[src/rtl/qrsp_queue.sv]
`timescale 1ns / 1ps
// ----------------------------------------------------------------------------
// qrsp_queue
// two-entry queue between the front and the solver
// ----------------------------------------------------------------------------
module qrsp_queue #(
  parameter type item_t = logic
) (
  input  logic  clk,
  input  logic  rst,
  input  logic  push,
  input  item_t push_item,
  output logic  full,
  input  logic  pop,
  output item_t pop_item,
  output logic  empty
);

  item_t      slots [2];
  logic       wr_ptr;
  logic       rd_ptr;
  logic [1:0] count;

  always_ff @(posedge clk) begin
    if (push) begin
      slots[wr_ptr] <= push_item;
    end
  end

  always_ff @(posedge clk) begin
    if (rst) begin
      wr_ptr <= 1'b0;
      rd_ptr <= 1'b0;
      count  <= 2'd0;
    end else begin
      if (push) begin
        wr_ptr <= ~wr_ptr;
      end
      if (pop) begin
        rd_ptr <= ~rd_ptr;
      end
      count <= count + 2'(push) - 2'(pop);
    end
  end

  assign full     = (count == 2'd2);
  assign empty    = (count == 2'd0);
  assign pop_item = slots[rd_ptr];

endmodule

[config.mk]
export PLATFORM = sky130hd
export DESIGN_NAME = qrsp_queue
export DESIGN_NICKNAME = d
export VERILOG_FILES = /design/src/rtl/qrsp_queue.sv
export SDC_FILE = /design/constraint.sdc
export NUM_CORES = 1
export LEC_CHECK = 0
export BUFFER_PORTS_ARGS = -buffer_cell sky130_fd_sc_hd__buf_2
export CORE_AREA = 2 2 39 41
export CTS_BUF_LIST = sky130_fd_sc_hd__clkbuf_4 sky130_fd_sc_hd__clkbuf_8
export DETAILED_ROUTE_END_ITERATION = 8
export DIE_AREA = 0 0 41 43
export PLACE_DENSITY = 0.45
export SLEW_MARGIN = 40
export SYNTH_ARGS = -nofsm -noshare
export SYNTH_HDL_FRONTEND = slang
export SYNTH_SLANG_ARGS = --single-unit
[constraint.sdc]
create_clock -name clk -period 1.25 [get_ports clk]
set_input_delay 0.25 -clock clk [delete_from_list [all_inputs] [get_ports clk]]
set_output_delay 0.25 -clock clk [all_outputs]
set_load 0.02 [all_outputs]
==> results by group <==
Outcome
  • Result of the run: finished, violations left
  • Failing checks: negative setup slack

Die
  • Die width: slightly above 40 um
  • Die Y: 43 um
  • Placeable Area: 1384 sq um
  • I/O pin total: 8
  • DIE AREA: 1763 sq um
  • Initial Util: approximately a fifth
  • Row count: 14

Timing
  • Hold slack: approximately 0.19 ns
  • Fin crit share: 100.7%
  • Setup ws final: -0.008753 ns
  • Max Clock Freq: 0.7944 GHz
  • Final hold vios: 0
  • Slew headroom: 87.25%
  • Clock Skew: 0.0009229 ns
  • Post-route setup TNS: -0.008753 ns
  • Final max-slew violation count: 0
  • Final min period: 1.259 ns
  • RSZ-0062 raised after global routing: true
  • Worst Tran Pin Value: 0.1899 ns
  • Setup-failing EPs final: 1

Clock network
  • Clock buffer depth: 2
  • Clk sink count: 7
  • Worst-skew pair later-pin latency: around 0.25 ns
  • Clock Pin Slew Worst Setup and Hold Paths: 0.05 ns
  • CTS tree: yes
  • Hold Buf Count CTS: 0
  • CTS Root Cell: clkbuf_4
  • Htree depth: 1
  • Num CTS Buffers: 3

Logic synthesis
  • Synth warn: 0
  • Sequential share of the synthesized area: 55.65%
  • Syn Inst Count: 24
  • Cell accounting for the most synthesized area: dfxtp_1
  • Count of cell types in the netlist: 10
  • Dominant cells by area after synthesis: dfxtp_1 35%, edfxtp_1 21%, ha_1 8.7%, xnor3_1 7.8%, nor2_1 6.5%
  • Syn Area/Cell: 11.99 sq um
  • Mapped cell area: 287.8 sq um
  • Post-Syn Nets: 31
  • Synth Register Bits: 7
  • Area share of the largest cell type after synthesis: 34.78%

Placed design
  • DP Area: about 340 sq um
  • Placer Congestion: 0.6613
  • Port Buffers: 7
  • Place WS: 0.04003 ns
  • Cell total after placement: between 40 and 50

Power and ir drop
  • Comb power frac: 24.5%
  • Net Sw Power: roughly 170 uW
  • Net Sw Frac: roughly 26%
  • PwrDens: between 1500 and 2000 nW/um^2
  • Clk pwr share: between 30% and 40%
  • Maximum vdd drop: 0.0004805 V
  • Seq pwr share: 42.1%
  • Int Power: between 400 and 500 uW
  • Leakage: 0.1799 nW

Finish
  • Non-Filler Instances: 52
  • Fillers: 148
  • Area grow syn2layout: 37.39%
  • Multi-input logic area: about 130 sq um
  • Sequential cell area: 162.7 sq um
  • Layout net count: 44
  • Layout cell share with drive strength beyond 1: 44.44%
  • Final instance area: a little under 400 sq um
  • Antenna Cells: 0

Global routing
  • First-pass GRT wire length: between 700 and 800 um
  • GR Overflow Total: 0
  • Vias in the first global route: 191
  • Initial antenna violation count: 0
  • Global Route Usage Sum: 6.592%
  • Largest net degree at the start of global routing: 6

Drt
  • Routed Antenna Nets: 0
  • WL/cell: around 8.8 um
  • Via count: 193
  • Routed WL: 459 um
  • First-pass DRT Iterations: 2
  • Post-route DRC: 0
  • DR vias/cell: 3.712
  • DRT iter0 DRCs: 5

Critical path
  • Buffers & Inverters on Critical Path: 1
  • Kind of critical path: flop to primary output
  • Crit-path cells: mux2_4, buf_6
  • Setup crit start kind: flop
  • Slowest stage delay, CP: roughly 0.35 ns
  • Crit-path max FO: 1
  • Critical path depth: 2
  • CP Capture Type: primary output
  • Worst R2R Path Depth: 6
  • CP top delay family: flip-flops
  • Required @ worst endpoint: 1.00 ns
  • Worst EP arrival: 1.01 ns
  • Worst path slowest cell: edfxtp_1

Hold path
  • Hold WC Path Type: primary input to flop
  • Hold path cells: 1

Job
  • Max-cap violations: 0
[synthesized netlist by cell type]
cell type	instances
and2_1	1
nor2b_1	3
mux2_2	1
xnor2_1	2
ha_1	2
dfxtp_1	5
inv_1	2
edfxtp_1	2
nor2_1	5
xnor3_1	1
[cell families (layout without fill, tap and decap cells)]
group	Yosys count	after routing	share of synthesized area, %
AND/OR/NAND/NOR	9	9	15.22
flip-flops	7	7	55.65
XOR/XNOR	3	3	13.91
adder cells (fa/ha/maj)	2	2	8.694
buffers and inverters	2	14	2.610
multiplexers	1	1	3.913
[stage by stage]
step                power [mW]  utilization (%)
global placement        0.4282            24.77
finish                  0.6727            28.57
CTS                     0.6766            27.76
detailed placement      0.4347            24.77
global route            0.7196            28.57
floorplan               0.3917                -
[worst paths after layout]
path	end	slack (ns)	from
worst max register to register	count[1]	0.06	count[0]
worst max-delay path	pop_item	-0.009	slots[0]
worst min-delay path	slots[0]	0.19	push_item
worst min register to register	flop	0.52	rd_ptr
[per-layer routing]
metal | up-vias | part of all wire, % | track usage (%)
met1 | 91 | 34 | 6.312
met5 | - | 0 | 0
met2 | 3 | 61 | 8.750
met3 | 0 | 4.4 | 1.571
met4 | 0 | 0 | 10.00
li1 | 99 | - | -
[cell type report]
| type | count | share of cell area [%] |
|---|---|---|
| timing repair buffer | 8 | 12.34 |
| multi-input combinational | 15 | 31.96 |
| clock buffer | 4 | 7.595 |
| inverter | 2 | 1.899 |
| tap | 16 | 5.063 |
| sequential | 7 | 41.14 |
[power groups by stage]
stage | clock network (mW) | logic [mW] | registers, mW
3_5_place_dp | 0 | 0.147 | 0.287
6_report | 0.225 | 0.165 | 0.283
2_1_floorplan | 0 | 0.109 | 0.282
5_1_grt | 0.251 | 0.182 | 0.286
3_3_place_gp | 0 | 0.144 | 0.284
4_1_cts | 0.237 | 0.156 | 0.284
[cells in the final DEF, fill, tap and decap left out, drive strengths merged]
cell    n
and2    1
nor2b   3
clkbuf  4
nor2    5
mux2    1
edfxtp  2
dfxtp   5
inv     2
ha      2
xnor2   2
buf     8
xnor3   1
[repair_timing]
action | in CTS | in global routing
setup buffers | 0 | 1
setup endpoints to repair | 1 | 2
gates resized for setup | 4 | 2
[worst reg2reg max path, delay by kind of cell, from the launching register on]
family | cells | cell delay (ns)
buf+inv | 2 | 0.10
xor+xnor | 1 | 0.21
fa+ha+maj | 2 | 0.43
flops | 1 | 0.32
simple gates | 1 | 0.08
No activity file was read; power rests on OpenSTA's default activity.
