==> config.mk <==
export PLATFORM = sky130hd
export DESIGN_NAME = qrsp_front
export DESIGN_NICKNAME = d
export VERILOG_FILES = /design/src/rtl/qrsp_pkg.sv /design/src/rtl/qrsp_front.sv
export SDC_FILE = /design/constraint.sdc
export NUM_CORES = 1
export LEC_CHECK = 0
export ABC_AREA = 1
export BUFFER_PORTS_ARGS = -buffer_cell sky130_fd_sc_hd__buf_2
export CAP_MARGIN = 30
export CORE_AREA = 3 3 140 142
export CTS_CLUSTER_SIZE = 16
export DETAILED_ROUTE_END_ITERATION = 7
export DIE_AREA = 0 0 143 145
export MAX_ROUTING_LAYER = met4
export PLACE_DENSITY_LB_ADDON = 0.05
export REMOVE_ABC_BUFFERS = 1
export SLEW_MARGIN = 20
export SYNTH_ARGS = -nofsm -noshare
export SYNTH_HDL_FRONTEND = slang
export SYNTH_SLANG_ARGS = --single-unit
export TNS_END_PERCENT = 5
==> constraint.sdc <==
create_clock -name clk -period 3.05 [get_ports clk]
set_input_delay 0.61 -clock clk [delete_from_list [all_inputs] [get_ports clk]]
set_output_delay 0.61 -clock clk [all_outputs]
set_load 0.005 [all_outputs]
==> src/rtl/qrsp_pkg.sv <==
`timescale 1ns / 1ps
// ----------------------------------------------------------------------------
// qrsp_pkg
// types, widths and tables shared by the quadratic roots block
// ----------------------------------------------------------------------------
package qrsp_pkg;

  localparam int COEF_WIDTH = 32;
  localparam int FRAC_BITS  = 16;
  localparam int TOL_WIDTH  = 31;
  localparam logic [TOL_WIDTH-1:0] TOL_RESET = TOL_WIDTH'(66);

  localparam int DISC_WIDTH = 2 * COEF_WIDTH + 1;
  localparam int EPS_WIDTH  = TOL_WIDTH + FRAC_BITS;
  localparam int CMP_WIDTH  = (DISC_WIDTH > EPS_WIDTH) ? DISC_WIDTH : EPS_WIDTH;
  localparam int NEAR_WIDTH = (COEF_WIDTH > TOL_WIDTH) ? COEF_WIDTH : TOL_WIDTH;
  localparam int SQRT_WIDTH = COEF_WIDTH + 1;
  localparam int NUM_WIDTH  = COEF_WIDTH + 2;
  localparam int DEN_WIDTH  = COEF_WIDTH + 1;
  localparam int QUO_WIDTH  = NUM_WIDTH + FRAC_BITS;

  localparam logic [2:0] PERM_FIRST = 3'd0;
  localparam logic [2:0] PERM_LAST  = 3'd5;

  typedef enum logic [1:0] {
    KIND_NONE,
    KIND_ONE,
    KIND_TWO,
    KIND_INF
  } root_kind_t;

  typedef enum logic {
    ST_OK,
    ST_TOL_ZERO
  } status_t;

  typedef enum logic [3:0] {
    SV_IDLE,
    SV_SETUP,
    SV_ROUTE,
    SV_MUL,
    SV_DISC,
    SV_CLASS,
    SV_SQRT,
    SV_ROOTS,
    SV_WAIT,
    SV_EMIT
  } solve_state_t;

  typedef struct packed {
    logic signed [COEF_WIDTH-1:0] coef_first;
    logic signed [COEF_WIDTH-1:0] coef_second;
    logic signed [COEF_WIDTH-1:0] coef_third;
  } coef_item_t;

  typedef struct packed {
    status_t                      status;
    logic [2:0]                   perm_index;
    root_kind_t                   root_kind;
    logic signed [COEF_WIDTH-1:0] quad_coef;
    logic signed [COEF_WIDTH-1:0] lin_coef;
    logic signed [COEF_WIDTH-1:0] const_coef;
    logic signed [COEF_WIDTH-1:0] root_one;
    logic signed [COEF_WIDTH-1:0] root_two;
    logic                         last;
  } root_item_t;

  typedef struct packed {
    logic [2:0][COEF_WIDTH-1:0] raw;
    logic [2:0][COEF_WIDTH-1:0] mag;
    logic [2:0]                 neg;
    logic [2:0]                 near;
    logic                       tol_zero;
    logic [TOL_WIDTH-1:0]       tol;
  } work_t;

  typedef struct packed {
    logic                 start;
    logic                 neg;
    logic [NUM_WIDTH-1:0] num;
    logic [DEN_WIDTH-1:0] den;
  } div_req_t;

  typedef struct packed {
    logic                         done;
    logic signed [COEF_WIDTH-1:0] root;
  } div_rsp_t;

  function automatic logic [1:0] perm_pick(input logic [2:0] k, input logic [1:0] slot);
    logic [5:0] row;
    logic [1:0] pick;
    case (k)
      3'd0:    row = {2'd2, 2'd1, 2'd0};
      3'd1:    row = {2'd1, 2'd2, 2'd0};
      3'd2:    row = {2'd2, 2'd0, 2'd1};
      3'd3:    row = {2'd0, 2'd2, 2'd1};
      3'd4:    row = {2'd1, 2'd0, 2'd2};
      3'd5:    row = {2'd0, 2'd1, 2'd2};
      default: row = {2'd2, 2'd1, 2'd0};
    endcase
    case (slot)
      2'd0:    pick = row[1:0];
      2'd1:    pick = row[3:2];
      default: pick = row[5:4];
    endcase
    return pick;
  endfunction

endpackage

==> src/rtl/qrsp_front.sv <==
`timescale 1ns / 1ps
// ----------------------------------------------------------------------------
// qrsp_front
// tolerance register, item intake and near-zero classification
// ----------------------------------------------------------------------------
module qrsp_front
  import qrsp_pkg::*;
(
  input  logic                 clk,
  input  logic                 rst,
  input  logic                 coef_valid,
  output logic                 coef_ready,
  input  coef_item_t           coef_data,
  input  logic                 tol_we,
  input  logic [TOL_WIDTH-1:0] tol_wdata,
  output logic                 push,
  output work_t                push_item,
  input  logic                 full
);

  logic [TOL_WIDTH-1:0]       tol;
  logic [2:0][COEF_WIDTH-1:0] raw;
  logic [2:0][COEF_WIDTH-1:0] mag;
  logic [2:0]                 neg;
  logic [2:0]                 near;

  always_ff @(posedge clk) begin
    if (rst) begin
      tol <= TOL_RESET;
    end else if (tol_we) begin
      tol <= tol_wdata;
    end
  end

  always_comb begin
    raw[0] = coef_data.coef_first;
    raw[1] = coef_data.coef_second;
    raw[2] = coef_data.coef_third;
    for (int i = 0; i < 3; i++) begin
      neg[i]  = raw[i][COEF_WIDTH-1];
      mag[i]  = neg[i] ? (~raw[i] + COEF_WIDTH'(1)) : raw[i];
      near[i] = NEAR_WIDTH'(mag[i]) < NEAR_WIDTH'(tol);
    end
  end

  assign coef_ready = !full;
  assign push       = coef_valid && !full;

  always_comb begin
    push_item.raw      = raw;
    push_item.mag      = mag;
    push_item.neg      = neg;
    push_item.near     = near;
    push_item.tol_zero = (tol == '0);
    push_item.tol      = tol;
  end

endmodule

==> results.md <==
* Status: finished with violations
* Failing checks: setup timing
* Synth Area in Compound Gates at 14.31%
* Initial antenna violation count at 0
* CP Max Fanout at 3
* Worst Tran Pin Value at 0.7391 ns
* Flop pwr share at 16.3%
* Gr ovfl total at 0
* Register area share after synthesis at 9.575%
* Width of the die at 143 um
* Synth Flop Type: dfxtp_1
* PwrDens at 254.8 nW/um^2
* Total power at 0.002773 W
* Clock sinks at 31
* Biggest register: tol
* R2R setup slack at 2.27 ns
* Area Overhead vs Synth at 67.91%
* Antenna diodes at 0
* Worst EP required at 2.44 ns
* Met2 routed WL at 13420 um
* Top layer in use: met4
* Finished Core Util at 58.57%
* Mapped Avg Cell Area at 6.220 sq um
* Metal-1 WL at 11760 um
* Number of global-route vias before repair at 8227
* Initial Utilization at 34.88%
* Hold Crit Depth at 3
* Top Registers: tol: 31 flops
* Proportion of synthesized area in mux cells at 0%
* Final worst-path cycle share at 116.4%
* Max frequency at 281.7 MHz
* Tmin final at 3.550 ns
* Crit Reg-Reg Startpoint: tol[20]
* Remaining antenna violation count at 0
* Combinational share of power at 62.5%
* CP Class: input port to primary output
* # rows at 50
* Largest family of logic cells by synthesized area: simple AND/OR/NAND/NOR gates
* Sw frac at 38.80%
* XOR/XNOR Fraction of Synth Area at 9.730%
* Count of pins over their slew limit at 0
* Simple-gate share of the synthesized area at 27.95%
* CTS Root Cell: clkbuf_16
* Die Y at 145 um
* Largest net degree at the start of global routing at 59
* Most frequent cells in the layout: buf_2 (354), buf_4 (297), nand2_1 (179), inv_1 (120), nor2_1 (95)
* Final worst slack at -0.4998 ns
* Leak at 5.945 nW
* Routed len/inst at 14.77 um
* Worst hold-check path type: input port to flip-flop
* Crit end category: primary output
* Avg Vias per Cell at 4.658
* Number of synthesized flops with an enable pin at 0
* Ys async rst share at 0%
* Worst-Skew Late Latency at 0.28 ns
* TritonCTS clock tree: done
* Worst R2R Path Depth at 2
* Area share of fa/ha/maj cells after synthesis at 17.95%
* Met3 WL post-DR at 1302 um
* Worst Setup Start Kind: input port
* Final Hold Fails at 0
* Drt first pass iters at 5
* Int Pwr at 0.001697 W
* Final Cell Area at 10880 sq um
* Via count at 8533
* Core ar. at 18580 sq um
* Slew headroom at 50.67%
* DP Worst Slack at -0.7125 ns
* Initial DRC count at 271
* Setup TNS Final at -2.526 ns
* DRC viols at 0
* Seq cells post-synth at 31
* Max_cap viols at 0
* Final Skew at 0 ns
* H-Tree Depth at 2
* Yosys cell types at 37
* Most common cell after layout, fill and taps aside: buf_2
* Num ports at 364
* IO buf count at 363
* Nets at 1822
* First-pass GRT wire length at 41030 um
* Post-Syn Area at 6481 sq um
* Clock power frac at 21.2%
* Final setup violation count at 6
* CP startpoint: coef_data[68]
* Maximum VDD drop at 179.2 uV
* Post-DP HPWL at 23320 um
* Wirelength, routed at 27050 um
* Cells after synthesis at 1042
* Routability cong. at 0.9363
* Worst hold start: tol_wdata[1]
* Switching power at 0.001076 W
* Worst Path Arrival at 2.94 ns
* Max FFs per register at 31
* RSZ-0062 raised after global routing: yes
* Gr usage total at 25.15%
* Placed cell area at 9751 sq um
* Proportion of layout cells with a drive suffix above 1 at 49.44%
* Total die area at 20740 sq um
* Bufs on Longest Clock Path at 2
* YS warnings at 0
* Clock slew seen by the registers of the worst setup and hold paths at 0.05 ns
* TritonCTS Buffers at 5
-- per-stage QoR --
stage / hold slack [ns] / cells
6_report: 0.5451 / 1832
5_1_grt: 0.5553 / 1832
4_1_cts: 0.5368 / 1816
3_5_place_dp: 0.5954 / 1781
3_3_place_gp: 0.5932 / 1781
2_1_floorplan: 0.5036 / 921
-- final cells by class --
| class | count | area [sq um] |
|---|---|---|
| clock buffers | 6 | 138.9 |
| flip-flops and latches | 31 | 620.6 |
| repair buffers | 669 | 4225 |
| well taps | 234 | 292.8 |
| fillers | 1896 | 7697 |
| clock inverters | 2 | 35.03 |
| multi-input cells | 760 | 5080 |
| inverters | 130 | 490.5 |
-- kinds of logic after synthesis --
group,after synthesis
fa+ha+maj,93
buf+inv,251
flops,31
xor+xnor,72
compound gates,173
simple gates,422
-- critical path, cell delays in order --
cell	delay (ns)
buf_2	0.11
inv_1	0.08
nand3_2	0.10
nor2_2	0.13
buf_6	0.13
nand2_4	0.05
nor3_2	0.16
buf_4	0.15
a21oi_4	0.07
xor2_2	0.20
ha_1	0.33
a21oi_2	0.14
o21ai_1	0.07
nand2_1	0.06
nand2_1	0.05
nand2_1	0.05
nand2_1	0.04
nor2_1	0.10
nand2_1	0.07
nor2_2	0.12
buf_2	0.12
-- routing by layer --
metal  track usage, %  up-vias
met5                -        -
met4            5.941        0
met3            1.154       39
met2            44.17      285
met1            31.63     3777
li1                 -     4432
-- worst paths after layout --
check	endpoint
setup / recovery	push_item[32]
hold / removal	tol[1]
setup reg to reg	tol[20]
hold reg to reg	tol[0]
-- cells in the mapped netlist, drive strengths merged, types with 19 or more instances --
| library cell | n | area share, % |
|---|---|---|
| nand4 | 19 | 1.8 |
| buf | 104 | 12 |
| dfxtp | 31 | 9.6 |
| inv | 129 | 7.5 |
| o21ai | 74 | 6.2 |
| nand2 | 194 | 11 |
| ha | 93 | 18 |
| a21oi | 86 | 6.6 |
| nor2 | 123 | 7.2 |
| nor3 | 25 | 2.3 |
| nand3 | 46 | 3.8 |
| xor2 | 48 | 6.5 |
| xnor2 | 24 | 3.2 |
-- what timing repair did --
action | CTS | global route
hold buffers | 0 | 0
setup buffers | 28 | 16
pin swaps | 52 | 66
gates resized for setup | 80 | 74
endpoints found under the setup margin | 3 | 7
-- power by group through the flow --
| stage | Sequential [W] | Clock, W | Combinational, W |
|---|---|---|---|
| after floorplan | 0.000463 | 0 | 0.000671 |
| after global placement | 0.000460 | 0 | 0.00156 |
| after detailed placement | 0.000461 | 0 | 0.00157 |
| after CTS | 0.000453 | 0.000601 | 0.00167 |
| after global routing | 0.000456 | 0.000621 | 0.00194 |
| final | 0.000453 | 0.000588 | 0.00173 |
Power figures use the tool's default switching activity.
