==> config.mk <==
export PLATFORM = sky130hd
export DESIGN_NAME = qrsp_div
export DESIGN_NICKNAME = d
export VERILOG_FILES = /design/src/rtl/qrsp_pkg.sv /design/src/rtl/qrsp_div.sv
export SDC_FILE = /design/constraint.sdc
export NUM_CORES = 1
export LEC_CHECK = 0
export ABC_AREA = 1
export BUFFER_PORTS_ARGS = -buffer_cell sky130_fd_sc_hd__buf_4
export CAP_MARGIN = 20
export CORE_MARGIN = 1
export CORE_UTILIZATION = 50
export DETAILED_ROUTE_END_ITERATION = 10
export PLACE_DENSITY = 0.72
export SETUP_SLACK_MARGIN = 0.1
export SLEW_MARGIN = 0
export SYNTH_ARGS = -nofsm -noshare
export SYNTH_HDL_FRONTEND = slang
export SYNTH_SLANG_ARGS = --single-unit
==> constraint.sdc <==
create_clock -name clk -period 4.5 [get_ports clk]
set_input_delay 0.9 -clock clk [delete_from_list [all_inputs] [get_ports clk]]
set_output_delay 0.9 -clock clk [all_outputs]
set_load 0.05 [all_outputs]
==> src/rtl/qrsp_pkg.sv <==
`timescale 1ns / 1ps
// ----------------------------------------------------------------------------
// qrsp_pkg
// types, widths and tables shared by the quadratic roots block
// ----------------------------------------------------------------------------
package qrsp_pkg;

  localparam int COEF_WIDTH = 32;
  localparam int FRAC_BITS  = 16;
  localparam int TOL_WIDTH  = 31;
  localparam logic [TOL_WIDTH-1:0] TOL_RESET = TOL_WIDTH'(66);

  localparam int DISC_WIDTH = 2 * COEF_WIDTH + 1;
  localparam int EPS_WIDTH  = TOL_WIDTH + FRAC_BITS;
  localparam int CMP_WIDTH  = (DISC_WIDTH > EPS_WIDTH) ? DISC_WIDTH : EPS_WIDTH;
  localparam int NEAR_WIDTH = (COEF_WIDTH > TOL_WIDTH) ? COEF_WIDTH : TOL_WIDTH;
  localparam int SQRT_WIDTH = COEF_WIDTH + 1;
  localparam int NUM_WIDTH  = COEF_WIDTH + 2;
  localparam int DEN_WIDTH  = COEF_WIDTH + 1;
  localparam int QUO_WIDTH  = NUM_WIDTH + FRAC_BITS;

  localparam logic [2:0] PERM_FIRST = 3'd0;
  localparam logic [2:0] PERM_LAST  = 3'd5;

  typedef enum logic [1:0] {
    KIND_NONE,
    KIND_ONE,
    KIND_TWO,
    KIND_INF
  } root_kind_t;

  typedef enum logic {
    ST_OK,
    ST_TOL_ZERO
  } status_t;

  typedef enum logic [3:0] {
    SV_IDLE,
    SV_SETUP,
    SV_ROUTE,
    SV_MUL,
    SV_DISC,
    SV_CLASS,
    SV_SQRT,
    SV_ROOTS,
    SV_WAIT,
    SV_EMIT
  } solve_state_t;

  typedef struct packed {
    logic signed [COEF_WIDTH-1:0] coef_first;
    logic signed [COEF_WIDTH-1:0] coef_second;
    logic signed [COEF_WIDTH-1:0] coef_third;
  } coef_item_t;

  typedef struct packed {
    status_t                      status;
    logic [2:0]                   perm_index;
    root_kind_t                   root_kind;
    logic signed [COEF_WIDTH-1:0] quad_coef;
    logic signed [COEF_WIDTH-1:0] lin_coef;
    logic signed [COEF_WIDTH-1:0] const_coef;
    logic signed [COEF_WIDTH-1:0] root_one;
    logic signed [COEF_WIDTH-1:0] root_two;
    logic                         last;
  } root_item_t;

  typedef struct packed {
    logic [2:0][COEF_WIDTH-1:0] raw;
    logic [2:0][COEF_WIDTH-1:0] mag;
    logic [2:0]                 neg;
    logic [2:0]                 near;
    logic                       tol_zero;
    logic [TOL_WIDTH-1:0]       tol;
  } work_t;

  typedef struct packed {
    logic                 start;
    logic                 neg;
    logic [NUM_WIDTH-1:0] num;
    logic [DEN_WIDTH-1:0] den;
  } div_req_t;

  typedef struct packed {
    logic                         done;
    logic signed [COEF_WIDTH-1:0] root;
  } div_rsp_t;

  function automatic logic [1:0] perm_pick(input logic [2:0] k, input logic [1:0] slot);
    logic [5:0] row;
    logic [1:0] pick;
    case (k)
      3'd0:    row = {2'd2, 2'd1, 2'd0};
      3'd1:    row = {2'd1, 2'd2, 2'd0};
      3'd2:    row = {2'd2, 2'd0, 2'd1};
      3'd3:    row = {2'd0, 2'd2, 2'd1};
      3'd4:    row = {2'd1, 2'd0, 2'd2};
      3'd5:    row = {2'd0, 2'd1, 2'd2};
      default: row = {2'd2, 2'd1, 2'd0};
    endcase
    case (slot)
      2'd0:    pick = row[1:0];
      2'd1:    pick = row[3:2];
      default: pick = row[5:4];
    endcase
    return pick;
  endfunction

endpackage

==> src/rtl/qrsp_div.sv <==
`timescale 1ns / 1ps
// ----------------------------------------------------------------------------
// qrsp_div
// bit-serial fixed-point divider with sign and saturation
// ----------------------------------------------------------------------------
module qrsp_div
  import qrsp_pkg::*;
(
  input  logic     clk,
  input  logic     rst,
  input  div_req_t req,
  output div_rsp_t rsp
);

  localparam int CNT_WIDTH = $clog2(QUO_WIDTH + 1);

  logic                 busy;
  logic                 done;
  logic [CNT_WIDTH-1:0] cnt;
  logic [QUO_WIDTH-1:0] dvd;
  logic [QUO_WIDTH-1:0] quo;
  logic [DEN_WIDTH-1:0] rem;
  logic [DEN_WIDTH-1:0] den;
  logic                 neg;
  logic [DEN_WIDTH:0]   trial;
  logic [DEN_WIDTH:0]   diff;
  logic [QUO_WIDTH-1:0] lim;
  logic [QUO_WIDTH-1:0] mag_sat;
  logic [COEF_WIDTH-1:0] mag_w;

  assign trial = {rem, dvd[QUO_WIDTH-1]};
  assign diff  = trial - {1'b0, den};

  always_ff @(posedge clk) begin
    if (rst) begin
      busy <= 1'b0;
      done <= 1'b0;
      cnt  <= '0;
    end else begin
      done <= 1'b0;
      if (req.start) begin
        busy <= 1'b1;
        cnt  <= CNT_WIDTH'(QUO_WIDTH);
      end else if (busy) begin
        cnt <= cnt - CNT_WIDTH'(1);
        if (cnt == CNT_WIDTH'(1)) begin
          busy <= 1'b0;
          done <= 1'b1;
        end
      end
    end
  end

  always_ff @(posedge clk) begin
    if (req.start) begin
      dvd <= {req.num, {FRAC_BITS{1'b0}}};
      quo <= '0;
      rem <= '0;
      den <= req.den;
      neg <= req.neg;
    end else if (busy) begin
      dvd <= dvd << 1;
      if (!diff[DEN_WIDTH]) begin
        rem <= diff[DEN_WIDTH-1:0];
        quo <= {quo[QUO_WIDTH-2:0], 1'b1};
      end else begin
        rem <= trial[DEN_WIDTH-1:0];
        quo <= {quo[QUO_WIDTH-2:0], 1'b0};
      end
    end
  end

  always_comb begin
    lim     = (QUO_WIDTH'(1) << (COEF_WIDTH - 1)) - (neg ? QUO_WIDTH'(0) : QUO_WIDTH'(1));
    mag_sat = (quo > lim) ? lim : quo;
    mag_w   = mag_sat[COEF_WIDTH-1:0];
  end

  assign rsp.done = done;
  assign rsp.root = neg ? -mag_w : mag_w;

endmodule

==> flow_metrics.tcl <==
set metrics [dict create \
    coreArea_sq_um 19720 \
    syn_inst 1376 \
    grt_pass1_wl_um 40320 \
    grt_use_total_pct 24.58 \
    fin_skew_ps 10.97 \
    syn_avg_cell_area_sq_um 7.385 \
    power.switching_mw 0.8335 \
    port_buffers 103 \
    grt_max_degree 60 \
    seq_area_frac_synth_pct 38.02 \
    slew_headroom_pct 42.00 \
    fp.dieW_um 144.6 \
    clk_latency_ps 430 \
    num_antenna_cells 0 \
    setup_viol 0 \
    yosys.area.top_type "edfxtp_1" \
    combPwrFrac_pct 10.3 \
    synth_cell_types 55 \
    finalCriticalPeriod_ps 4485 \
    synth.most_common_cell "nand2_1" \
    timing.fmax_mhz 222.9 \
    async_flop_share_pct 0 \
    wl_per_cell_um 14.17 \
    use_met3_pct 4.470 \
    yosys-top-cells-area "edfxtp_1 20%, dfxtp_1 18%, nand2_1 14%, ha_1 8.4%, inv_1 7.2%" \
    crit_path_end_kind "output pin" \
    p_seq_share_pct 47.5 \
    dp_hpwl_um 17540 \
    synth_edf_count 68 \
    path_class "reg2out" \
    p_int_mw 2.542 \
    met2_usage_pct 37.10 \
    synth.top_cells.by_count "383 x nand2_1, 195 x inv_1, 95 x nor2_1" \
    htreeDepth 4 \
    row_count 51 \
    crit_required_ps 3600 \
    dr.first_iter.drc_count 600 \
    power.leakage_nw 6.231 \
    drcViolationCount 0 \
    cp_max_fo 18 \
    syn-num-nets 1516 \
    clock_sinks 159 \
    viasPerCell 5.270 \
    fin_util_pct 62.95 \
    yosysWarnings 0 \
    area_growth_pct 22.15 \
    dieArea_sq_um 20900 \
    holdWs_ps 464.5 \
    synth_top_area_share_pct 20.09 \
    cap_violations 0 \
    clockRootBuffer "clkbuf_16" \
    ant_nets 0 \
    clkTransAtPathRegs_ps 60 \
    fillCellCount 1774 \
    clk_path_buf_depth 2 \
    hold_viol 0 \
    io_pins 104 \
    pwr_density_cell_nw_per_um2 271.9 \
    critPathArrivalTime_ps 3590 \
    antenna_found_initial 0 \
    initial_core_util_pct 51.54 \
    swShare_pct 24.69 \
    status "finished clean" \
    rsz0062_at_grt "yes" \
    grt_pass1_vias 8304 \
    drive_above_1_share_pct 19.34 \
    die_h_um 144.6 \
    met1_usage_pct 35.87 \
    ir_worst_vdd_uv 251.8 \
    cts_inserted_buffers 17 \
    worst_pin_slew_ps 859.1 \
    routabilityCongestion 0.9231 \
    drv_slew 0 \
    vias 9243 \
    synthFlopType "dfxtp_1" \
    ctsHoldBuffers 0 \
    overflow 0 \
    clockPowerShare_pct 42.3 \
    dr.pass1.iters 6 \
    wl_um 24850 \
    worstSetupStartpointType "register" \
    ys_ff_latch 159 \
    hold_path_class "reg2reg" \
    syn_area_sq_um 10160 \
    cts_tree "built" \
    period_share_pct 99.68 \
    grt.busiest_layer "met2" \
    setup_tns_ps 0 \
    final_nets 1616 \
]
[placed cells by master, fill, tap and decap left out, types with 18 or more instances in the layout]
cell and count:
nand3_1 54, dfxtp_1 91, o22ai_1 49, nand2_2 30, buf_6 18, inv_1 181
o21ai_0 67, buf_4 97, clkbuf_16 18, nand2_1 361, nor2_2 18, ha_1 64
nor2_1 77, a21oi_1 66, edfxtp_1 68
[power groups by stage]
stage	clock network, mW	logic, mW	registers [mW]
3_3_place_gp	0	0.326	1.63
3_5_place_dp	0	0.333	1.63
6_report	1.43	0.347	1.60
2_1_floorplan	0	0.214	1.63
4_1_cts	1.45	0.344	1.60
5_1_grt	1.51	0.389	1.61
[worst max-delay path: stages, from the launching register on]
cell	delay [ps]
edfxtp_1	440
buf_6	160
buf_16	150
ha_1	300
and3_1	150
nand4_1	150
nor2_1	150
nand2_1	100
nand2_4	120
nand2_8	110
buf_16	180
nand2_2	120
nand2_1	100
nor2_2	140
nand2_1	120
o21ai_2	200
nand4_1	110
nand2_1	120
clkinvlp_4	90
buf_6	150
[routing by layer]
layer	share of wire, %	wire length [um]	vias up
met5	0	0	-
met4	0.99	246	0
met3	5.8	1433	26
met2	44	10840	252
met1	50	12330	4213
li1	-	-	4752
[stage by stage]
stage | area (sq um) | instances | total power, mW | worst slack (ps)
floorplan | 10260 | 1376 | 1.841 | -26.16
global placement | 11260 | 1711 | 1.956 | 370.4
detailed placement | 11260 | 1711 | 1.965 | 310.2
CTS | 12150 | 1752 | 3.394 | 19.30
global route | 12410 | 1754 | 3.510 | -197.5
finish | 12410 | 1754 | 3.375 | 14.51
[registers in the layout (all words and copies together) (netlist names)]
name / flops
rem: 33
done: 1
quo: 50
dvd: 34
cnt: 6
busy: 1
den: 33
neg: 1
[worst paths after layout]
| kind | startpoint | to | slack, ps | cells after the start |
|---|---|---|---|---|
| max | neg | rsp[30] | 10 | 19 |
| min | quo[49] | quo[49] | 460 | 2 |
| max reg2reg | den[30] | rem[28] | 1140 | 15 |
| min reg2reg | quo[49] | quo[49] | 460 | 2 |
[cells by family (layout without fill, tap and decap cells)]
group,after synthesis,after routing,synth area share [%]
AO/OA/AOI/OAI,248,248,14.34
XOR/XNOR,27,27,2.327
adder cells (fa/ha/maj),69,69,8.569
buffers and inverters,247,360,9.751
flip-flops,159,159,38.02
multiplexers,1,1,0.1108
AND/OR/NAND/NOR,625,625,26.88
[final cells by class]
class	instances	area [sq um]	area share [%]
clock buffers	19	442.9	3.568
clock inverters	13	138.9	1.119
inverters	203	779.5	6.280
multi-input cells	970	5683	45.78
flip-flops and latches	159	3864	31.13
well taps	265	331.6	2.671
repair buffers	125	1174	9.455
[timing repair]
action                                  in CTS  in global routing
cloned                                       4                  1
buffers inserted                             5                  1
pin swaps                                    5                  4
endpoints found under the setup margin      26                 27
hold endpoints to repair                     0                  0
gates resized for setup                     47                 55
Power figures use the tool's default switching activity.
