$ cat config.mk
export PLATFORM = sky130hd
export DESIGN_NAME = qrsp_solve
export DESIGN_NICKNAME = d
export VERILOG_FILES = /design/src/rtl/qrsp_pkg.sv /design/src/rtl/qrsp_solve.sv
export SDC_FILE = /design/constraint.sdc
export NUM_CORES = 2
export LEC_CHECK = 0
export BUFFER_PORTS_ARGS = -buffer_cell sky130_fd_sc_hd__buf_2
export CORE_ASPECT_RATIO = 2
export CORE_UTILIZATION = 45
export CTS_CLUSTER_SIZE = 10
export DETAILED_ROUTE_END_ITERATION = 16
export PLACE_DENSITY = 0.77
export SKIP_CTS_REPAIR_TIMING = 1
export SLEW_MARGIN = 20
export SYNTH_ARGS = -nofsm -noshare
export SYNTH_HDL_FRONTEND = slang
export SYNTH_SLANG_ARGS = --single-unit
$ cat constraint.sdc
create_clock -name clk -period 7.6 [get_ports clk]
set_clock_uncertainty 0.15 [all_clocks]
set_input_delay 1.52 -clock clk [delete_from_list [all_inputs] [get_ports clk]]
set_output_delay 1.52 -clock clk [all_outputs]
set_load 0.05 [all_outputs]
$ cat src/rtl/qrsp_pkg.sv
`timescale 1ns / 1ps
// ----------------------------------------------------------------------------
// qrsp_pkg
// types, widths and tables shared by the quadratic roots block
// ----------------------------------------------------------------------------
package qrsp_pkg;

  localparam int COEF_WIDTH = 32;
  localparam int FRAC_BITS  = 16;
  localparam int TOL_WIDTH  = 31;
  localparam logic [TOL_WIDTH-1:0] TOL_RESET = TOL_WIDTH'(66);

  localparam int DISC_WIDTH = 2 * COEF_WIDTH + 1;
  localparam int EPS_WIDTH  = TOL_WIDTH + FRAC_BITS;
  localparam int CMP_WIDTH  = (DISC_WIDTH > EPS_WIDTH) ? DISC_WIDTH : EPS_WIDTH;
  localparam int NEAR_WIDTH = (COEF_WIDTH > TOL_WIDTH) ? COEF_WIDTH : TOL_WIDTH;
  localparam int SQRT_WIDTH = COEF_WIDTH + 1;
  localparam int NUM_WIDTH  = COEF_WIDTH + 2;
  localparam int DEN_WIDTH  = COEF_WIDTH + 1;
  localparam int QUO_WIDTH  = NUM_WIDTH + FRAC_BITS;

  localparam logic [2:0] PERM_FIRST = 3'd0;
  localparam logic [2:0] PERM_LAST  = 3'd5;

  typedef enum logic [1:0] {
    KIND_NONE,
    KIND_ONE,
    KIND_TWO,
    KIND_INF
  } root_kind_t;

  typedef enum logic {
    ST_OK,
    ST_TOL_ZERO
  } status_t;

  typedef enum logic [3:0] {
    SV_IDLE,
    SV_SETUP,
    SV_ROUTE,
    SV_MUL,
    SV_DISC,
    SV_CLASS,
    SV_SQRT,
    SV_ROOTS,
    SV_WAIT,
    SV_EMIT
  } solve_state_t;

  typedef struct packed {
    logic signed [COEF_WIDTH-1:0] coef_first;
    logic signed [COEF_WIDTH-1:0] coef_second;
    logic signed [COEF_WIDTH-1:0] coef_third;
  } coef_item_t;

  typedef struct packed {
    status_t                      status;
    logic [2:0]                   perm_index;
    root_kind_t                   root_kind;
    logic signed [COEF_WIDTH-1:0] quad_coef;
    logic signed [COEF_WIDTH-1:0] lin_coef;
    logic signed [COEF_WIDTH-1:0] const_coef;
    logic signed [COEF_WIDTH-1:0] root_one;
    logic signed [COEF_WIDTH-1:0] root_two;
    logic                         last;
  } root_item_t;

  typedef struct packed {
    logic [2:0][COEF_WIDTH-1:0] raw;
    logic [2:0][COEF_WIDTH-1:0] mag;
    logic [2:0]                 neg;
    logic [2:0]                 near;
    logic                       tol_zero;
    logic [TOL_WIDTH-1:0]       tol;
  } work_t;

  typedef struct packed {
    logic                 start;
    logic                 neg;
    logic [NUM_WIDTH-1:0] num;
    logic [DEN_WIDTH-1:0] den;
  } div_req_t;

  typedef struct packed {
    logic                         done;
    logic signed [COEF_WIDTH-1:0] root;
  } div_rsp_t;

  function automatic logic [1:0] perm_pick(input logic [2:0] k, input logic [1:0] slot);
    logic [5:0] row;
    logic [1:0] pick;
    case (k)
      3'd0:    row = {2'd2, 2'd1, 2'd0};
      3'd1:    row = {2'd1, 2'd2, 2'd0};
      3'd2:    row = {2'd2, 2'd0, 2'd1};
      3'd3:    row = {2'd0, 2'd2, 2'd1};
      3'd4:    row = {2'd1, 2'd0, 2'd2};
      3'd5:    row = {2'd0, 2'd1, 2'd2};
      default: row = {2'd2, 2'd1, 2'd0};
    endcase
    case (slot)
      2'd0:    pick = row[1:0];
      2'd1:    pick = row[3:2];
      default: pick = row[5:4];
    endcase
    return pick;
  endfunction

endpackage

$ cat src/rtl/qrsp_solve.sv
`timescale 1ns / 1ps
// ----------------------------------------------------------------------------
// qrsp_solve
// per-ordering sequencer: multiply, discriminant, square root, divide, emit
// ----------------------------------------------------------------------------
module qrsp_solve
  import qrsp_pkg::*;
(
  input  logic       clk,
  input  logic       rst,
  input  work_t      pop_item,
  input  logic       empty,
  output logic       pop,
  output logic       res_valid,
  input  logic       res_ready,
  output root_item_t res_data,
  output div_req_t   div0_req,
  output div_req_t   div1_req,
  input  div_rsp_t   div0_rsp,
  input  div_rsp_t   div1_rsp
);

  localparam int CNT_WIDTH = $clog2(SQRT_WIDTH + 1);
  localparam int PW = 2 * COEF_WIDTH;
  localparam int SQW = 2 * SQRT_WIDTH;

  solve_state_t state, state_next;

  logic [2:0]            perm;
  logic [COEF_WIDTH-1:0] ma, mb, mc;
  logic                  na, nb, nc;
  logic                  near_a, near_b, near_c;
  logic [COEF_WIDTH-1:0] raw_a, raw_b, raw_c;
  logic [PW-1:0]         mcand_b, mcand_ac, acc_b, acc_ac;
  logic [COEF_WIDTH-1:0] mplier_b, mplier_ac;
  logic [CNT_WIDTH-1:0]  cnt;
  logic [DISC_WIDTH-1:0] d;
  logic                  dneg;
  logic [SQW-1:0]        sq_op, sq_res, sq_one, sq_sum;
  logic                  sq_ge;
  root_kind_t            kind;
  logic                  single;
  logic [COEF_WIDTH-1:0] r1, r2;

  logic                  out_free;
  logic                  load;
  logic                  is_last;
  logic [1:0]            ia, ib, ic;
  logic [DISC_WIDTH-1:0] b2, p4;
  logic [CMP_WIDTH-1:0]  eps;
  logic                  d_small;
  logic [NUM_WIDTH-1:0]  nbn, n1, n2, mag1, mag2;

  assign out_free = !res_valid || res_ready;
  assign is_last  = pop_item.tol_zero || (perm == PERM_LAST);
  assign ia       = perm_pick(perm, 2'd0);
  assign ib       = perm_pick(perm, 2'd1);
  assign ic       = perm_pick(perm, 2'd2);

  always_comb begin
    b2      = DISC_WIDTH'(acc_b);
    p4      = DISC_WIDTH'(acc_ac) << 2;
    eps     = CMP_WIDTH'(pop_item.tol) << FRAC_BITS;
    d_small = CMP_WIDTH'(d) < eps;
    sq_sum  = sq_res + sq_one;
    sq_ge   = sq_op >= sq_sum;
    nbn     = nb ? NUM_WIDTH'(mb) : -NUM_WIDTH'(mb);
    n1      = nbn + NUM_WIDTH'(sq_res[SQRT_WIDTH-1:0]);
    n2      = nbn - NUM_WIDTH'(sq_res[SQRT_WIDTH-1:0]);
    mag1    = n1[NUM_WIDTH-1] ? -n1 : n1;
    mag2    = n2[NUM_WIDTH-1] ? -n2 : n2;
  end

  always_ff @(posedge clk) begin
    if (rst) begin
      state <= SV_IDLE;
    end else begin
      state <= state_next;
    end
  end

  always_comb begin
    state_next = state;
    pop        = 1'b0;
    load       = 1'b0;
    div0_req   = '0;
    div1_req   = '0;
    case (state)
      SV_IDLE: begin
        if (!empty) begin
          state_next = SV_SETUP;
        end
      end
      SV_SETUP: begin
        state_next = pop_item.tol_zero ? SV_EMIT : SV_ROUTE;
      end
      SV_ROUTE: begin
        if (near_a) begin
          if (near_b) begin
            state_next = SV_EMIT;
          end else begin
            div0_req.start = 1'b1;
            div0_req.num   = NUM_WIDTH'(mc);
            div0_req.neg   = !nc ^ nb;
            div0_req.den   = DEN_WIDTH'(mb);
            state_next     = SV_WAIT;
          end
        end else begin
          state_next = SV_MUL;
        end
      end
      SV_MUL: begin
        if (cnt == CNT_WIDTH'(1)) begin
          state_next = SV_DISC;
        end
      end
      SV_DISC: begin
        state_next = SV_CLASS;
      end
      SV_CLASS: begin
        if (dneg && !d_small) begin
          state_next = SV_EMIT;
        end else if (d_small) begin
          div0_req.start = 1'b1;
          div0_req.num   = NUM_WIDTH'(mb);
          div0_req.neg   = !nb ^ na;
          div0_req.den   = {ma, 1'b0};
          state_next     = SV_WAIT;
        end else begin
          state_next = SV_SQRT;
        end
      end
      SV_SQRT: begin
        if (cnt == CNT_WIDTH'(1)) begin
          state_next = SV_ROOTS;
        end
      end
      SV_ROOTS: begin
        div0_req.start = 1'b1;
        div0_req.num   = mag1;
        div0_req.neg   = n1[NUM_WIDTH-1] ^ na;
        div0_req.den   = {ma, 1'b0};
        div1_req.start = 1'b1;
        div1_req.num   = mag2;
        div1_req.neg   = n2[NUM_WIDTH-1] ^ na;
        div1_req.den   = {ma, 1'b0};
        state_next     = SV_WAIT;
      end
      SV_WAIT: begin
        if (div0_rsp.done) begin
          state_next = SV_EMIT;
        end
      end
      SV_EMIT: begin
        if (out_free) begin
          load = 1'b1;
          if (is_last) begin
            pop        = 1'b1;
            state_next = SV_IDLE;
          end else begin
            state_next = SV_SETUP;
          end
        end
      end
      default: begin
        state_next = SV_IDLE;
      end
    endcase
  end

  always_ff @(posedge clk) begin
    case (state)
      SV_IDLE: begin
        perm <= PERM_FIRST;
      end
      SV_SETUP: begin
        ma     <= pop_item.mag[ia];
        mb     <= pop_item.mag[ib];
        mc     <= pop_item.mag[ic];
        na     <= pop_item.neg[ia];
        nb     <= pop_item.neg[ib];
        nc     <= pop_item.neg[ic];
        near_a <= pop_item.near[ia];
        near_b <= pop_item.near[ib];
        near_c <= pop_item.near[ic];
        raw_a  <= pop_item.raw[ia];
        raw_b  <= pop_item.raw[ib];
        raw_c  <= pop_item.raw[ic];
        kind   <= KIND_NONE;
        single <= 1'b1;
        r1     <= '0;
        r2     <= '0;
      end
      SV_ROUTE: begin
        if (near_a) begin
          if (near_b) begin
            kind <= near_c ? KIND_INF : KIND_NONE;
          end else begin
            kind <= KIND_ONE;
          end
        end
        mcand_b   <= PW'(mb);
        mplier_b  <= mb;
        acc_b     <= '0;
        mcand_ac  <= PW'(ma);
        mplier_ac <= mc;
        acc_ac    <= '0;
        cnt       <= CNT_WIDTH'(COEF_WIDTH);
      end
      SV_MUL: begin
        if (mplier_b[0]) begin
          acc_b <= acc_b + mcand_b;
        end
        if (mplier_ac[0]) begin
          acc_ac <= acc_ac + mcand_ac;
        end
        mcand_b   <= mcand_b << 1;
        mcand_ac  <= mcand_ac << 1;
        mplier_b  <= mplier_b >> 1;
        mplier_ac <= mplier_ac >> 1;
        cnt       <= cnt - CNT_WIDTH'(1);
      end
      SV_DISC: begin
        if (na != nc) begin
          d    <= b2 + p4;
          dneg <= 1'b0;
        end else if (b2 >= p4) begin
          d    <= b2 - p4;
          dneg <= 1'b0;
        end else begin
          d    <= p4 - b2;
          dneg <= 1'b1;
        end
      end
      SV_CLASS: begin
        if (dneg && !d_small) begin
          kind <= KIND_NONE;
        end else if (d_small) begin
          kind <= KIND_ONE;
        end else begin
          kind <= KIND_TWO;
          single <= 1'b0;
        end
        sq_op  <= SQW'(d);
        sq_res <= '0;
        sq_one <= SQW'(1) << (SQW - 2);
        cnt    <= CNT_WIDTH'(SQRT_WIDTH);
      end
      SV_SQRT: begin
        if (sq_ge) begin
          sq_op  <= sq_op - sq_sum;
          sq_res <= (sq_res >> 1) + sq_one;
        end else begin
          sq_res <= sq_res >> 1;
        end
        sq_one <= sq_one >> 2;
        cnt    <= cnt - CNT_WIDTH'(1);
      end
      SV_WAIT: begin
        if (div0_rsp.done) begin
          r1 <= div0_rsp.root;
          r2 <= single ? div0_rsp.root : div1_rsp.root;
        end
      end
      SV_EMIT: begin
        if (load && !is_last) begin
          perm <= perm + 3'd1;
        end
      end
      default: begin
      end
    endcase
  end

  always_ff @(posedge clk) begin
    if (rst) begin
      res_valid <= 1'b0;
    end else if (load) begin
      res_valid <= 1'b1;
    end else if (res_ready) begin
      res_valid <= 1'b0;
    end
  end

  always_ff @(posedge clk) begin
    if (load) begin
      res_data.status     <= pop_item.tol_zero ? ST_TOL_ZERO : ST_OK;
      res_data.perm_index <= pop_item.tol_zero ? PERM_FIRST : perm;
      res_data.root_kind  <= kind;
      res_data.quad_coef  <= raw_a;
      res_data.lin_coef   <= raw_b;
      res_data.const_coef <= raw_c;
      res_data.root_one   <= r1;
      res_data.root_two   <= r2;
      res_data.last       <= is_last;
    end
  end

endmodule

==> results.yml <==
min_path:
  hold_path_depth: 0
  hold_class: "flop to flop"
  hold_end: "res_data[131]"
  min_from: "raw_a[2]"
worst_setup_path:
  crit_path_max_fanout: 18
  r2r_slack_ns: 0.35
  cp.required_ns: 5.93
  nature_of_the_critical_path_endpoint: "primary output"
  timing_worst_setup_path_type: "flop to primary output"
  cp_cell_sequence: "inv_1 > ha_1 > nand2b_1 > nor3_2 > nor2b_4 > and3_4 > a21oi_1 > xor2_2 > ha_1 > buf_4 > o21ai_1 > nor3_4 > o41ai_4 > a221o_2 > a21o_1 > a211oi_4 > buf_4 > clkbuf_16 > a31oi_1 > xnor2_1 > o21ai_1 > clkbuf_4"
  cell_depth_of_the_worst_flop_to_flop_path: 27
  worst_ep_arrival_time_ns: 5.87
  reg2reg_to: "sq_res[49]"
  cp_slowest_stage_delay_ns: 0.50
  timing.critical_path.slowest_stage_cell: "sky130_fd_sc_hd__edfxtp_1"
  r2r_start: "sq_one[2]"
  cp-start-kind: "flop"
timing:
  final.period_utilization: 0.9916
  timing.final.hold_violations: 0
  worstMarginPinSlew_ns: 1.197
  post-route-min-period_ns: 7.536
  setup_repair_after_global_routing_missed_its_margin: "yes"
  max_slew_violation_total_from_the_final_report: 0
  timing.max_slew.rel_slack: 0.1973
  setup_tns_ns: 0
  fmaxAchievable_mhz: 132.7
  finalWorstSetupSlack_ns: 0.06388
  setup_viol: 0
power:
  p_leak_nw: 33.80
  irDropWorstVdd_mv: 0.3821
  power_density_nw_per_um2: 381.0
die:
  fp.coreArea_um2: 160800
  floorplan.die.height_um: 572.0
  io_pins: 607
  floorplan.initialDensity: 0.4545
  die_area_um2: 164100
  die_x_um: 287.0
  rows: 208
yosys:
  netlist_instances: 8003
  syn-num-nets: 8864
  postSynth.asyncResetShare: 0
  synth_enable_flop_cells: 990
  area_of_the_mapped_netlist_um2: 73100
  synth.ff_latch_count: 995
  yosys.cell_types.count: 110
  syn_avg_cell_area_um2: 9.133
  synth.yosys.warnings: 0
  synth.yosys.seq_area_share: 0.4081
  synth_ff_type: "sky130_fd_sc_hd__edfxtp_1"
grt:
  vias_in_the_first_global_route: 65830
  grt_first_pass_wirelength_um: 409600
  largest_net_degree_at_the_start_of_global_routing: 154
  number_of_antenna_violations_at_the_first_check_in_global_routing: 42
  globalRoute.totalOverflow: 0
  total_routing_usage_gr: 0.3327
run:
  cap_viol_max_count: 0
place:
  post_placement_cell_count: 10490
  post-place-ws_ns: 0.2856
  port_buffers: 604
  gpl.final_weighted_congestion: 1.026
  detailedPlacementHpwl_um: 215700
clocking:
  clk_root_buffer_cell: "sky130_fd_sc_hd__clkbuf_16"
  tritoncts.num_buffers: 112
  cts_htree_levels: 3
  cts_tree: "done"
  clockBufferDepth: 3
  clk-insertion-delay-late_ns: 0.77
  tritoncts_num_sinks: 995
  path_clk_slew_ns: 0.06
layout:
  finish.utilization: 0.5179
  final_nets: 9388
  fill_cells: 14680
  mostFrequentLayoutCell: "sky130_fd_sc_hd__nand2_1"
  finalNonFillerCells: 10710
  area_growth_pct: 13.96
  post_route_cells_drive_above_1_share: 0.1345
  mostFrequentLayoutCells: "1051 x sky130_fd_sc_hd__nand2_1, 990 x sky130_fd_sc_hd__edfxtp_1, 662 x sky130_fd_sc_hd__a21oi_1"
status:
  outcome: "finished clean"
route:
  drt.antenna.violating_nets: 0
  drt_pass1_iterations: 6
  detail_route.drc_violations: 0
  avgViaCountPerCell: 6.226
  vias: 66680
  wirelength_um: 282500
  avgRoutedWirePerCell_um: 26.38
  first_iter_violations: 5832
## stage by stage
step	total power (W)	hold WS (ns)	instance area (µm²)
CTS	0.03055	0.2480	82240
detailed placement	0.02544	0.2551	79010
global route	0.03300	0.2597	83270
floorplan	0.01947	0.2503	73100
global placement	0.02516	0.2503	79010
finish	0.03173	0.2214	83300
## power by group
group          switching (W)  leakage (nW)  internal, W  total [W]
Sequential          0.000999          9.35      0.00812    0.00912
Combinational         0.0117          22.9      0.00581     0.0175
Clock                0.00231          1.55      0.00277    0.00507
Total                 0.0150          33.8       0.0167     0.0317
## state kept, by name, indices dropped and copies added, names as in the netlist, 33 cells and up
signal and count:
acc_ac 63, acc_b 64, d 65, mcand_ac 63, mcand_b 64, res_data 167
sq_one 33, sq_op 66, sq_res 66
## per-layer routing
layer	vias to the layer above	global-route usage	wire length (µm)
li1	30220	-	-
met1	31990	0.3356	92500
met2	3385	0.6001	144600
met3	1073	0.05518	19090
met4	6	0.2660	26310
met5	-	0	40
## final cells by class
cell class              count  area [µm²]  area share
clock buffers             136        2933     0.03521
diodes                     46       115.1    0.001382
clock inverters            14       295.3    0.003545
flip-flops and latches    995       29830      0.3581
multi-input cells        6232       41150      0.4939
inverters                 390        1490     0.01789
repair buffers            796        4865     0.05840
well taps                2100        2628     0.03154
## worst max-delay path by stage
stage                      from      endpoint  slack (ns)  cells after the start
after floorplan           mb[5]  div0_req[58]        0.24                     19
final                     mb[1]  div0_req[62]        0.06                     22
after CTS                 mb[7]  div0_req[34]       -0.54                     21
after detailed placement  mb[9]  div0_req[34]        0.29                     21
after global routing      mb[0]  div1_req[65]       -0.13                     22
after global placement    mb[9]  div0_req[34]        0.31                     21
## kinds of logic after synthesis
logic type      synth area share
other cells           0.00005130
compound gates            0.2007
xor+xnor                 0.05772
flops                     0.4081
mux                      0.02758
fa+ha+maj                0.09675
buf+inv                  0.04088
simple gates              0.1682
## cells in the mapped netlist, types with 14 or more instances
library cell                number  area share
sky130_fd_sc_hd__a211o_1        16      0.0019
sky130_fd_sc_hd__a211oi_1       78      0.0080
sky130_fd_sc_hd__a21boi_0       15      0.0015
sky130_fd_sc_hd__a21o_1        188       0.019
sky130_fd_sc_hd__a21oi_1       675       0.046
sky130_fd_sc_hd__a221o_1        15      0.0021
sky130_fd_sc_hd__a221oi_1       16      0.0019
sky130_fd_sc_hd__a22o_1         33      0.0040
sky130_fd_sc_hd__a22oi_1        39      0.0040
sky130_fd_sc_hd__a31o_2         20      0.0024
sky130_fd_sc_hd__a31oi_1       111      0.0095
sky130_fd_sc_hd__and2_1        141       0.012
sky130_fd_sc_hd__and3_1        115      0.0098
sky130_fd_sc_hd__buf_1          40      0.0021
sky130_fd_sc_hd__buf_2          38      0.0026
sky130_fd_sc_hd__clkbuf_1      303       0.016
sky130_fd_sc_hd__edfxtp_1      990        0.41
sky130_fd_sc_hd__ha_1          554       0.095
sky130_fd_sc_hd__inv_1         386       0.020
sky130_fd_sc_hd__mux2i_1       189       0.026
sky130_fd_sc_hd__nand2_1      1057       0.054
sky130_fd_sc_hd__nand2b_1       63      0.0054
sky130_fd_sc_hd__nand3_1       116      0.0079
sky130_fd_sc_hd__nand4_1        91      0.0078
sky130_fd_sc_hd__nor2_1        663       0.034
sky130_fd_sc_hd__nor2b_1        78      0.0067
sky130_fd_sc_hd__nor3_1        140      0.0096
sky130_fd_sc_hd__nor3b_1        14      0.0014
sky130_fd_sc_hd__nor4_1         53      0.0045
sky130_fd_sc_hd__o2111ai_1      16      0.0019
sky130_fd_sc_hd__o211ai_1       41      0.0042
sky130_fd_sc_hd__o21a_1         51      0.0052
sky130_fd_sc_hd__o21ai_0       576       0.039
sky130_fd_sc_hd__o21ai_1        28      0.0019
sky130_fd_sc_hd__o21bai_1      139       0.014
sky130_fd_sc_hd__o221ai_1       77      0.0092
sky130_fd_sc_hd__o31a_1         18      0.0022
sky130_fd_sc_hd__o31ai_1        38      0.0039
sky130_fd_sc_hd__or2_2          23      0.0020
sky130_fd_sc_hd__or3_1          57      0.0049
sky130_fd_sc_hd__xnor2_1       279       0.033
sky130_fd_sc_hd__xor2_1        199       0.024
## worst max-delay path: cells and delay by family (launching register included)
| family | cells | cell delay (ns) |
|---|---|---|
| AOI/OAI and AO/OA | 8 | 1.45 |
| buffers and inverters | 5 | 0.97 |
| adders and majority gates | 2 | 0.55 |
| DFF | 1 | 0.50 |
| xor gates and xnor gates | 2 | 0.55 |
| and+or+nand+nor | 5 | 1.09 |
No activity file was read; power rests on OpenSTA's default activity.
